`src/hdl/assert_macros.svh`:
```
// Assertion macros used by the queue (eqr_fifo) of the ray direction block.
`ifndef ASSERT_MACROS_SVH
`define ASSERT_MACROS_SVH
`ifndef SYNTHESIS
`define ASSERT_CLK(lbl, clk, rstn, prop) \
	lbl: assert property (@(posedge clk) disable iff (!rstn) prop) \
		else $error("assertion failed");
`define ASSERT_NEVER(lbl, clk, rstn, cond) \
	lbl: assert property (@(posedge clk) disable iff (!rstn) !(cond)) \
		else $error("forbidden condition seen");
`else
`define ASSERT_CLK(lbl, clk, rstn, prop)
`define ASSERT_NEVER(lbl, clk, rstn, cond)
`endif
`endif

```
`src/hdl/eqr_pkg.sv`:
```
// Shared constants, types and functions of the equirectangular ray direction block.
package eqr_pkg;

	localparam int FRAC_BITS       = 14;
	localparam int PIXEL_FRAC_BITS = 4;
	localparam int MAX_RES         = 8192;

	// fixed field widths
	localparam int PIX_W     = 18;
	localparam int CFG_RES_W = 14;
	localparam int AXIS_W    = 48;
	localparam int COMP_W    = 16;
	localparam int CFG_W     = 48;
	localparam int ADDR_W    = 3;

	// register indexes
	localparam logic [ADDR_W-1:0] REG_RES_WIDTH    = 3'd0;
	localparam logic [ADDR_W-1:0] REG_RES_HEIGHT   = 3'd1;
	localparam logic [ADDR_W-1:0] REG_AXIS_FORWARD = 3'd2;
	localparam logic [ADDR_W-1:0] REG_AXIS_RIGHT   = 3'd3;
	localparam logic [ADDR_W-1:0] REG_AXIS_UP      = 3'd4;

	// divider geometry
	localparam int RES_W = $clog2(MAX_RES + 1);
	localparam int DEN_W = RES_W + PIXEL_FRAC_BITS;
	localparam int NUM_W = PIX_W + FRAC_BITS + 2;
	localparam int PH_W  = FRAC_BITS + 2;

	// sine polynomial in Q30
	localparam int Q      = 30;
	localparam int SIN_SH = Q - FRAC_BITS;
	localparam int X_W    = Q + 1;
	localparam int T_W    = 31;
	localparam int S_W    = 32;
	localparam int SIN_W  = FRAC_BITS + 2;
	localparam logic [T_W-1:0] SIN_C1 = 31'd1686629713;
	localparam logic [T_W-1:0] SIN_C3 = 31'd693598668;
	localparam logic [T_W-1:0] SIN_C5 = 31'd85569306;
	localparam logic [T_W-1:0] SIN_C7 = 31'd5026996;
	localparam logic [T_W-1:0] SIN_C9 = 31'd172271;

	// queue between front and back
	localparam int FIFO_DEPTH = 4;

	typedef struct packed {
		logic [PH_W-1:0] ph_phi;
		logic [PH_W-1:0] ph_theta;
	} phase_t;

	// Map a resolution register onto 1..MAX_RES.
	function automatic logic [RES_W-1:0] clamp_res(input logic [CFG_RES_W-1:0] r);
		if (r == '0)
			return RES_W'(1);
		if (32'(r) > 32'(MAX_RES))
			return RES_W'(MAX_RES);
		return RES_W'(r);
	endfunction

endpackage

```
`src/hdl/eqr_fifo.sv`:
```
// Short queue of phase pairs between the front and back parts.
module eqr_fifo (
	input  logic             clk,
	input  logic             arst_n,
	input  logic             push,
	input  eqr_pkg::phase_t  push_data,
	output logic             full,
	input  logic             pop,
	output eqr_pkg::phase_t  pop_data,
	output logic             not_empty
);
	import eqr_pkg::*;
	`include "assert_macros.svh"

	localparam int PTR_W = $clog2(FIFO_DEPTH);
	localparam int CNT_W = $clog2(FIFO_DEPTH + 1);

	phase_t           mem_q [0:FIFO_DEPTH-1];
	logic [PTR_W-1:0] wr_q, rd_q;
	logic [CNT_W-1:0] count_q;

	assign full      = (count_q == CNT_W'(FIFO_DEPTH));
	assign not_empty = (count_q != '0);
	assign pop_data  = mem_q[rd_q];

	// store entries
	always_ff @(posedge clk) begin
		if (push)
			mem_q[wr_q] <= push_data;
	end

	// move pointers and count
	always_ff @(posedge clk or negedge arst_n) begin
		if (!arst_n) begin
			wr_q    <= '0;
			rd_q    <= '0;
			count_q <= '0;
		end else begin
			if (push)
				wr_q <= (wr_q == PTR_W'(FIFO_DEPTH - 1)) ? '0 : wr_q + 1'b1;
			if (pop)
				rd_q <= (rd_q == PTR_W'(FIFO_DEPTH - 1)) ? '0 : rd_q + 1'b1;
			if (push && !pop)
				count_q <= count_q + 1'b1;
			else if (pop && !push)
				count_q <= count_q - 1'b1;
		end
	end

	`ASSERT_CLK(a_no_push_full, clk, arst_n, push |-> !full)
	`ASSERT_CLK(a_no_pop_empty, clk, arst_n, pop |-> not_empty)
	`ASSERT_NEVER(a_count_range, clk, arst_n, count_q > CNT_W'(FIFO_DEPTH))
	`ASSERT_CLK(a_count_up, clk, arst_n, (push && !pop) |=> count_q == $past(count_q) + 1'b1)

endmodule

```
`config.mk`:
```
export PLATFORM = sky130hd
export DESIGN_NAME = eqr_fifo
export DESIGN_NICKNAME = d
export VERILOG_FILES = /design/src/hdl/eqr_pkg.sv /design/src/hdl/eqr_fifo.sv
export VERILOG_INCLUDE_DIRS = /design/src /design/src/hdl
export SDC_FILE = /design/constraint.sdc
export NUM_CORES = 1
export LEC_CHECK = 0
export BUFFER_PORTS_ARGS = -buffer_cell sky130_fd_sc_hd__buf_2
export CORE_MARGIN = 2
export CORE_UTILIZATION = 50
export DETAILED_ROUTE_END_ITERATION = 6
export GPL_TIMING_DRIVEN = 1
export PLACE_DENSITY = 0.78
export RECOVER_POWER = 25
export SYNTH_ARGS = -nofsm -noshare
export SYNTH_HDL_FRONTEND = slang
export SYNTH_SLANG_ARGS = --single-unit
```
`constraint.sdc`:
```
create_clock -name clk -period 2.4 [get_ports clk]
set_input_delay 0.48 -clock clk [delete_from_list [all_inputs] [get_ports clk]]
set_output_delay 0.48 -clock clk [all_outputs]
set_load 0.01 [all_outputs]
```
==> flow_summary_export.csv, run 1 <==
group,metric,value,unit
critical_path,worst-path-buf-inv,2,
floorplan,top_level_ports,70,
clock_tree,cts_buffers,17,
place,portBuffers,69,
critical_path,cp.arrival,1.88,ns
synth,syn_nets,248,
global_routing,antenna_found_initial,0,
floorplan,die_w,105,um
timing,tightest_slew,0.412,ns
synth,synth_edf_count,128,
critical_path,cp-end-kind,"primary output",
timing,timing.hold.ws,0.184,ns
cells_and_area,n_fill_cell,711,
synth,synthTopCellsByCount,"128 x edfxtp_1, 28 x mux4_2, 7 x dfrtp_1",
synth,avgSynthCellArea,24.8,um2
route,finalWirelength,8600,um
timing,clock_skew,0.00564,ns
critical_path,critPathKind,"flip-flop to primary output",
place,place_ws,0.529,ns
cells_and_area,antenna_cells,0,
timing,hold_viol_final,0,
synth,synth_cells,205,
cells_and_area,final_layout_size_suffix_gt1_share,41.0,%
synth,ys_ff_latch,135,
critical_path,cp-start-kind,"flip-flop",
clock_tree,clk_latency,0.51,ns
route,via_per_inst,5.27,
global_routing,grt_max_degree,25,
timing,min_period_over_period,98.1,%
timing,min_period,2.36,ns
synth,synth_top_area_share,75.6,%
synth,synthArstFlopShare,5.19,%
global_routing,grt_overflow,0,
route,firstDrtPassIters,4,
timing,setup-violations-final,0,
timing,timing.slew.headroom,72.5,%
synth,ys_seq_area_share,79.1,%
place,hpwl,5260,um
floorplan,core_area,0.00982,mm2
cells_and_area,nets,342,
place,place.gp.congestion,0.667,
synth,syn_area,0.00508,mm2
synth,ys.warnings.count,0,
global_routing,grt_pass1_wl,13000,um
global_routing,grt_pass1_vias,2390,
clock_tree,clock-root-buffer,"clkbuf_8",
route,first_iter_violations,143,
power_and_ir_drop,p_leak,2.16,nW
cells_and_area,syn_to_final_growth,22.3,%
clock_tree,cts_tree,"done",
route,postRouteAntennaNets,0,
critical_path,max_stage_delay,0.56,ns
job,drv_cap,0,
floorplan,die_area,0.0110,mm2
critical_path,path_cells,"buf_12, mux4_2, buf_6",
power_and_ir_drop,vdd_drop_max,0.695,mV
critical_path,cp_max_fo,12,
status,run_status,"completed",
timing,fin_ws,0.0445,ns
route,via_count,2336,
global_routing,track_usage,16.5,%
clock_tree,htreeDepth,4,
synth,synth_area_leaders,"edfxtp_1 76%, mux4_2 12%, dfrtp_1 3.4%",
floorplan,initial_utilization,51.8,%
timing,drv_slew,0,
timing,fmax,0.425,GHz
floorplan,rows,36,
critical_path,worst_ep_required_time,1.92,ns
route,post_drt_wl_per_cell,19.4,um
synth,synth_ff_type,"edfxtp_1",
floorplan,die_h,105,um
clock_tree,cts_max_path_buffers,2,
route,drc,0,
synth,synth_top_area_cell,"edfxtp_1",
power_and_ir_drop,power-per-cell-area,1240,mW/mm2
critical_path,path_delay_family,"multiplexers",
clock_tree,clkSinkCount,135,
timing,rsz0062_at_grt,"true",
critical_path,cp_slowest_cell,"mux4_2",
min_path,min_path_type,"primary input to flip-flop",
synth,synth_cell_types,20,
synth,yosysMostFrequentCell,"edfxtp_1",
clock_tree,clkTransAtPathRegs,0.06,ns
[registers in the layout (all words and copies together) (netlist names)]
signal and count:
wr_q 2, mem_q 128, rd_q 2, count_q 3
[path summary, 6_finish.rpt]
| kind | from | end | slack [ns] | depth (start not counted) |
|---|---|---|---|---|
| setup / recovery | rd_q[0] | pop_data[10] | 0.04 | 3 |
| hold / removal | push_data[24] | mem_q[2][24] | 0.18 | 1 |
| setup reg to reg | wr_q[0] | mem_q[2][29] | 0.79 | 4 |
| hold reg to reg | count_q[2] | count_q[2] | 0.50 | 1 |
| max in group asynchronous | arst_n | rd_q[0] | 1.87 | 2 |
| min in group asynchronous | arst_n | count_q[2] | 0.34 | 2 |
[per-stage QoR]
step	std cells	instance area (um2)	TNS [ns]	total power [mW]	utilization, %
after floorplan	205	5080	0	4.61	-
after global placement	409	5620	0	5.23	57.3
after detailed placement	409	5620	0	5.29	57.3
after CTS	440	6190	-0.00107	7.69	63.0
after global routing	443	6220	-0.0755	8.07	63.3
final	443	6220	0	7.71	63.3
[final cells by class]
type	instances	area (um2)	area share, %
flip-flops and latches	135	4020	64.7
multi-input cells	58	960	15.4
repair buffers	83	508	8.17
clock buffers	17	414	6.66
well taps	133	166	2.68
clock inverters	13	134	2.15
inverters	4	15.0	0.241
[cell families (layout without fill, tap and decap cells)]
family,Yosys count,after routing,share of synthesized area [%]
buffers and inverters,12,117,2.07
AND/OR/NAND/NOR,11,11,1.13
flip-flops,135,135,79.1
multiplexers,35,35,15.1
adder cells (fa/ha/maj),7,7,1.87
XOR/XNOR,3,3,0.517
AO/OA/AOI/OAI,2,2,0.197
[per-layer routing]
layer | wire (um) | global-route usage (%) | vias up
met1 | 3710 | 21.2 | 1206
met3 | 413 | 6.86 | 11
met5 | 0 | 0 | -
li1 | - | - | 1051
met2 | 4390 | 25.9 | 68
met4 | 90 | 5.14 | 0
[power by group]
group,switching (mW),internal (mW),total [mW]
Combinational,1.06,1.09,2.16
Clock,0.922,1.46,2.38
Sequential,0.140,3.03,3.17
Total,2.12,5.59,7.71
[worst register-to-register path, delay by kind of cell, from the launching register on]
family	cells	cell delay, ns
and+or+nand+nor	1	0.40
DFF	1	0.41
buffers and inverters	2	0.36
adders and majority gates	1	0.15
[layout by cell type (no fill, tap or decap), types with 3 or more instances in the layout]
master      instances
and2_2              4
buf_12              4
buf_2              47
buf_4               8
clkbuf_1           20
clkbuf_16          17
clkinvlp_4          4
dfrtp_1             6
edfxtp_1          128
ha_1                6
inv_1               4
mux2_2              3
mux4_1              3
mux4_2             29
nor2_1              3
[what timing repair did]
action                                  in CTS  in global routing
buffers inserted                             0                  2
gates resized for setup                      2                  4
hold endpoints to repair                     7                  0
endpoints found under the setup margin       1                 17
gates cloned                                 0                  1
hold buffers                                 1                  0
Note: power is estimated with default switching activity, not from simulation.
==> run 2: changes to the inputs <==
--- a/config.mk
+++ b/config.mk
@@ -7,6 +7,7 @@
 export NUM_CORES = 1
 export LEC_CHECK = 0
 export BUFFER_PORTS_ARGS = -buffer_cell sky130_fd_sc_hd__buf_2
+export CORE_ASPECT_RATIO = 1.4
 export CORE_MARGIN = 2
 export CORE_UTILIZATION = 50
 export DETAILED_ROUTE_END_ITERATION = 6
==> run 2 against run 1 <==
Against the previous run:
- clock power increased by 4%
- sequential power grew 1%
- first-iteration DRC count grew 23%
- sequential share of layout area down 0.051 points
- power increased by 0.35%
- worst setup slack gained 0.079 ns
- count of clock-buffer cells in the layout rose by 6
- non-clock buffer count decreased by 1
- register-to-register slack hardly changed
- worst hold slack improved by 0.12 ns
- critical path type unchanged
- critical endpoint is now pop_data[24]
- largest cell class unchanged
- highest routed layer unchanged
==> flow_summary_export.csv, run 2 (synthesis results as in run 1) <==
group,metric,value,unit
clock_tree,clock-root-buffer,"clkbuf_16",
cells_and_area,regArea,0.00402,mm2
global_routing,grt_overflow,0,
route,post_drt_wl_per_cell,18.7,um
clock_tree,clkSinkCount,135,
cells_and_area,top_register,"mem_q",
floorplan,initial_utilization,51.3,%
route,firstDrtPassIters,4,
timing,fin_ws,0.123,ns
timing,min_period_over_period,94.9,%
timing,setup-violations-final,0,
clock_tree,clkTransAtPathRegs,0.05,ns
timing,hold_viol_final,0,
global_routing,antenna_found_initial,1,
critical_path,cp-end-kind,"primary output",
critical_path,cp_max_fo,7,
clock_tree,clk_latency,0.40,ns
route,drc,0,
floorplan,rows,43,
cells_and_area,final_common_cell,"edfxtp_1",
cells_and_area,nets,341,
cells_and_area,syn_to_final_growth,22.5,%
critical_path,critPathCapture,"pop_data[24]",
place,place.gp.congestion,0.674,
clock_tree,cts_buffers,17,
critical_path,r2r-end,"mem_q[0][7]",
critical_path,cp-start-kind,"flip-flop",
cells_and_area,final_layout_size_suffix_gt1_share,37.9,%
timing,clock_skew,0.00447,ns
clock_tree,htreeDepth,4,
clock_tree,cts_tree,"done",
critical_path,worst_ep_required_time,1.92,ns
critical_path,rr_worst_depth,4,
status,run_status,"completed",
timing,drv_slew,0,
power_and_ir_drop,finalPower,7.74,mW
cells_and_area,fin_area,0.00623,mm2
timing,fmax,0.439,GHz
cells_and_area,multi_input_area,963,um2
floorplan,top_level_ports,70,
critical_path,cp.arrival,1.80,ns
power_and_ir_drop,vdd_drop_max,0.641,mV
timing,rsz0062_at_grt,"false",
clock_tree,cts_max_path_buffers,2,
floorplan,die_w,89.2,um
floorplan,core_area,0.00990,mm2
place,hpwl,5250,um
timing,setup_tns,0,ns
route,first_iter_violations,176,
power_and_ir_drop,power-per-cell-area,1240,mW/mm2
power_and_ir_drop,p_leak,2.16,nW
global_routing,grt_pass1_wl,12700,um
critical_path,startpoint,"rd_q[0]",
cells_and_area,top_regs,"mem_q x128, count_q x3",
cells_and_area,n_fill_cell,718,
place,dpl_cell_area,0.00564,mm2
cells_and_area,final_cells,447,
min_path,min_path_type,"primary input to flip-flop",
timing,tightest_slew,0.420,ns
place,placed_cells,410,
floorplan,die_area,0.0110,mm2
floorplan,die_h,123,um
global_routing,grt_max_degree,28,
critical_path,r2r_setup_slack,0.80,ns
global_routing,track_usage,16.8,%
cells_and_area,final_cell_mix,"128 x edfxtp_1, 46 x buf_2, 29 x clkbuf_1, 28 x mux4_2, 17 x clkbuf_16",
min_path,whs_path_depth,1,
route,finalWirelength,8350,um
place,portBuffers,69,
place,place_ws,0.356,ns
timing,timing.slew.headroom,72.0,%
critical_path,r2r-start,"wr_q[0]",
global_routing,grt_pass1_vias,2384,
route,postRouteAntennaNets,0,
critical_path,critPathKind,"flip-flop to primary output",
cells_and_area,largest_reg_flops,128,
route,via_count,2348,
job,drv_cap,0,
timing,min_period,2.28,ns
route,via_per_inst,5.25,
[run 2: changes by cell type in the layout (fill, tap and decap cells not counted), sizes merged]
| cell | previous run | this run |
|---|---|---|
| bufinv | 2 | 3 |
| buf | 61 | 58 |
| clkinvlp | 4 | 2 |
| inv | 5 | 4 |
| diode | 0 | 1 |
| clkinv | 6 | 4 |
| clkbuf | 38 | 46 |
[run 2: critical path, stage by stage (launching register included)]
cell and delay, ns:
dfrtp_4 0.49, buf_4 0.21, mux4_1 0.55, buf_2 0.15
[run 2: worst min path at each step]
| stage | start | endpoint | slack [ns] |
|---|---|---|---|
| 2_1_floorplan | arst_n | count_q[0] | 0.18 |
| 6_report | push_data[16] | mem_q[3][16] | 0.30 |
| 5_1_grt | push_data[29] | mem_q[2][29] | 0.29 |
| 3_5_place_dp | arst_n | count_q[0] | 0.33 |
| 3_3_place_gp | arst_n | count_q[1] | 0.32 |
| 4_1_cts | push_data[8] | mem_q[0][8] | 0.27 |
[run 2: metrics by stage]
stage               hold WS [ns]  util (%)
floorplan                  0.184         -
global placement           0.324      57.0
detailed placement         0.326      57.0
CTS                        0.269      63.2
global route               0.290      62.9
finish                     0.301      62.9
[run 2: routing by layer]
metal	vias up	share of wire, %	routed length (um)	track usage, %
met5	-	0	0	0
met2	66	53	4450	26.5
met3	17	4.6	381	6.14
met4	0	2.5	212	8.58
met1	1217	40	3300	20.4
li1	1048	-	-	-
[run 2: layout make-up]
type                       instances  share of cell area (%)
timing repair buffer              82                    7.70
tap                              135                    2.71
clock inverter                     9                    2.03
antenna                            1                  0.0402
multi-input combinational         58                    15.5
inverter                           4                   0.241
sequential                       135                    64.6
clock buffer                      23                    7.19
[run 2: what timing repair did]
action                                  CTS  global route
resized for setup                         1             0
setup buffers                             3             0
endpoints found under the hold margin     7             0
hold buffers                              1             0
endpoints found under the setup margin   23             0
[run 2: power breakdown]
group | internal [mW] | switching, mW
registers | 3.04 | 0.170
logic | 1.05 | 0.999
clock network | 1.62 | 0.856
total | 5.71 | 2.02
==> run 3: changes to the inputs <==
--- a/config.mk
+++ b/config.mk
@@ -7,12 +7,14 @@
 export NUM_CORES = 1
 export LEC_CHECK = 0
 export BUFFER_PORTS_ARGS = -buffer_cell sky130_fd_sc_hd__buf_2
+export CELL_PAD_IN_SITES_DETAIL_PLACEMENT = 1
+export CELL_PAD_IN_SITES_GLOBAL_PLACEMENT = 1
 export CORE_ASPECT_RATIO = 1.4
 export CORE_MARGIN = 2
 export CORE_UTILIZATION = 50
 export DETAILED_ROUTE_END_ITERATION = 6
 export GPL_TIMING_DRIVEN = 1
-export PLACE_DENSITY = 0.78
+export PLACE_DENSITY = 0.86
 export RECOVER_POWER = 25
 export SYNTH_ARGS = -nofsm -noshare
 export SYNTH_HDL_FRONTEND = slang
==> run 3 against run 2 <==
Against the previous run:
- sequential share of layout area up 0.66 points
- non-clock buffer count shrank 5
- worst hold slack worse by 0.014 ns
- design area decreased by 1.0%
- die area unchanged
- critical path type unchanged
- largest power group unchanged
==> flow_summary_export.csv, run 3 (synthesis results as in run 1) <==
group,metric,value,unit
route,via_count,2324,
timing,min_period_over_period,95.5,%
global_routing,grt_overflow,0,
clock_tree,clkSinkCount,135,
global_routing,track_usage,18.6,%
power_and_ir_drop,pwr-share-clk,30.3,%
timing,clock_skew,0.00687,ns
min_path,min_path_type,"primary input to flip-flop",
place,hpwl,5790,um
power_and_ir_drop,sw_frac_of_total,28.8,%
clock_tree,htreeDepth,4,
cells_and_area,top_register,"mem_q",
cells_and_area,largest_reg_flops,128,
clock_tree,clkTransAtPathRegs,0.06,ns
critical_path,cp_max_fo,18,
global_routing,grt_pass1_wl,14000,um
critical_path,cp-end-kind,"primary output",
floorplan,initial_utilization,51.3,%
power_and_ir_drop,p_comb_share,27.1,%
timing,min_period,2.29,ns
clock_tree,clk_latency,0.41,ns
timing,rsz0062_at_grt,"false",
power_and_ir_drop,p_leak,2.11,nW
floorplan,core_area,0.00990,mm2
power_and_ir_drop,switching_power,2.17,mW
global_routing,antenna_found_initial,0,
cells_and_area,nets,336,
cells_and_area,syn_to_final_growth,21.2,%
timing,hold_viol_final,0,
power_and_ir_drop,internal_power,5.38,mW
floorplan,die_w,89.2,um
critical_path,cp.arrival,1.81,ns
cells_and_area,antenna_cells,0,
power_and_ir_drop,vdd_drop_max,0.712,mV
timing,timing.slew.headroom,68.3,%
clock_tree,post_cts_buffers,0,
floorplan,die_area,0.0110,mm2
route,via_per_inst,5.27,
global_routing,grt_max_degree,25,
cells_and_area,final_layout_size_suffix_gt1_share,39.2,%
timing,fmax,0.436,GHz
critical_path,cp-start-kind,"flip-flop",
timing,tightest_slew,0.476,ns
critical_path,critPathKind,"flip-flop to primary output",
route,finalWirelength,9180,um
clock_tree,cts_tree,"done",
job,drv_cap,0,
timing,setup_tns,0,ns
power_and_ir_drop,power-per-cell-area,1230,mW/mm2
clock_tree,cts_max_path_buffers,2,
cells_and_area,final_cell_mix,"128 x edfxtp_1, 46 x buf_2, 28 x mux4_2, 24 x clkbuf_1, 17 x clkbuf_16",
cells_and_area,final_common_cell,"edfxtp_1",
clock_tree,clock-root-buffer,"clkbuf_16",
power_and_ir_drop,p_seq_share,42.6,%
cells_and_area,n_fill_cell,870,
place,portBuffers,69,
clock_tree,cts_buffers,17,
place,place.gp.congestion,0.726,
floorplan,rows,43,
status,run_status,"completed",
floorplan,die_h,123,um
route,first_iter_violations,104,
route,drc,0,
power_and_ir_drop,finalPower,7.55,mW
route,post_drt_wl_per_cell,20.8,um
timing,setup-violations-final,0,
global_routing,grt_pass1_vias,2506,
critical_path,worst_ep_required_time,1.92,ns
route,postRouteAntennaNets,0,
route,firstDrtPassIters,6,
cells_and_area,top_regs,"mem_q x128, count_q x3",
floorplan,top_level_ports,70,
timing,drv_slew,0,
run 3: final timing paths:
path,from,end,slack (ns),depth (start not counted)
max,rd_q[0],pop_data[31],0.11,3
min,push_data[9],mem_q[0][9],0.29,1
max reg2reg,wr_q[0],mem_q[0][14],0.74,4
min reg2reg,count_q[2],count_q[2],0.49,1
max in group asynchronous,arst_n,rd_q[0],1.80,2
min in group asynchronous,arst_n,rd_q[1],0.43,2
run 3: timing repair:
item                                   4_1_cts  5_1_grt
hold buffers                                 1        0
setup endpoints to repair                    1        0
endpoints found under the hold margin        7        0
gates resized for setup                      1        0
run 3: power groups by stage:
stage                     combinational, mW  sequential [mW]  clock [mW]
after floorplan                        1.44             3.17           0
after global placement                 2.04             3.22           0
after detailed placement               2.07             3.26           0
after CTS                              2.10             3.22        2.33
after global routing                   2.21             3.25        2.41
final                                  2.05             3.21        2.29
run 3: layout make-up:
class                           instances  area [um2]  area share [%]
Multi-Input combinational cell         58         963            15.6
Tap cell                              135         169            2.74
Timing Repair Buffer                   77         458            7.43
Inverter                                4        15.0           0.244
Clock buffer                           18         429            6.97
Sequential cell                       135        4020            65.3
Clock inverter                         14         105            1.71
run 3: layer usage:
metal / vias up / wire length (um) / track usage (%)
li1: 1046 / - / -
met1: 1188 / 3650 / 22.6
met2: 71 / 4850 / 29.9
met3: 19 / 388 / 5.47
met4: 0 / 286 / 9.70
met5: - / 0 / 0
run 3: worst max-delay path: stages (launching register included):
cell,delay (ns)
dfrtp_2,0.40
buf_6,0.26
mux4_2,0.55
buf_2,0.18
run 3: metrics by stage:
stage | instances | hold WS (ns) | setup WS, ns | instance area (um2) | util [%]
after floorplan | 205 | 0.184 | 0.595 | 5080 | -
after global placement | 408 | 0.331 | 0.500 | 5640 | 57.0
after detailed placement | 408 | 0.331 | 0.467 | 5640 | 57.0
after CTS | 441 | 0.267 | 0.0714 | 6190 | 62.5
after global routing | 441 | 0.294 | 0.0357 | 6160 | 62.2
final | 441 | 0.287 | 0.108 | 6160 | 62.2
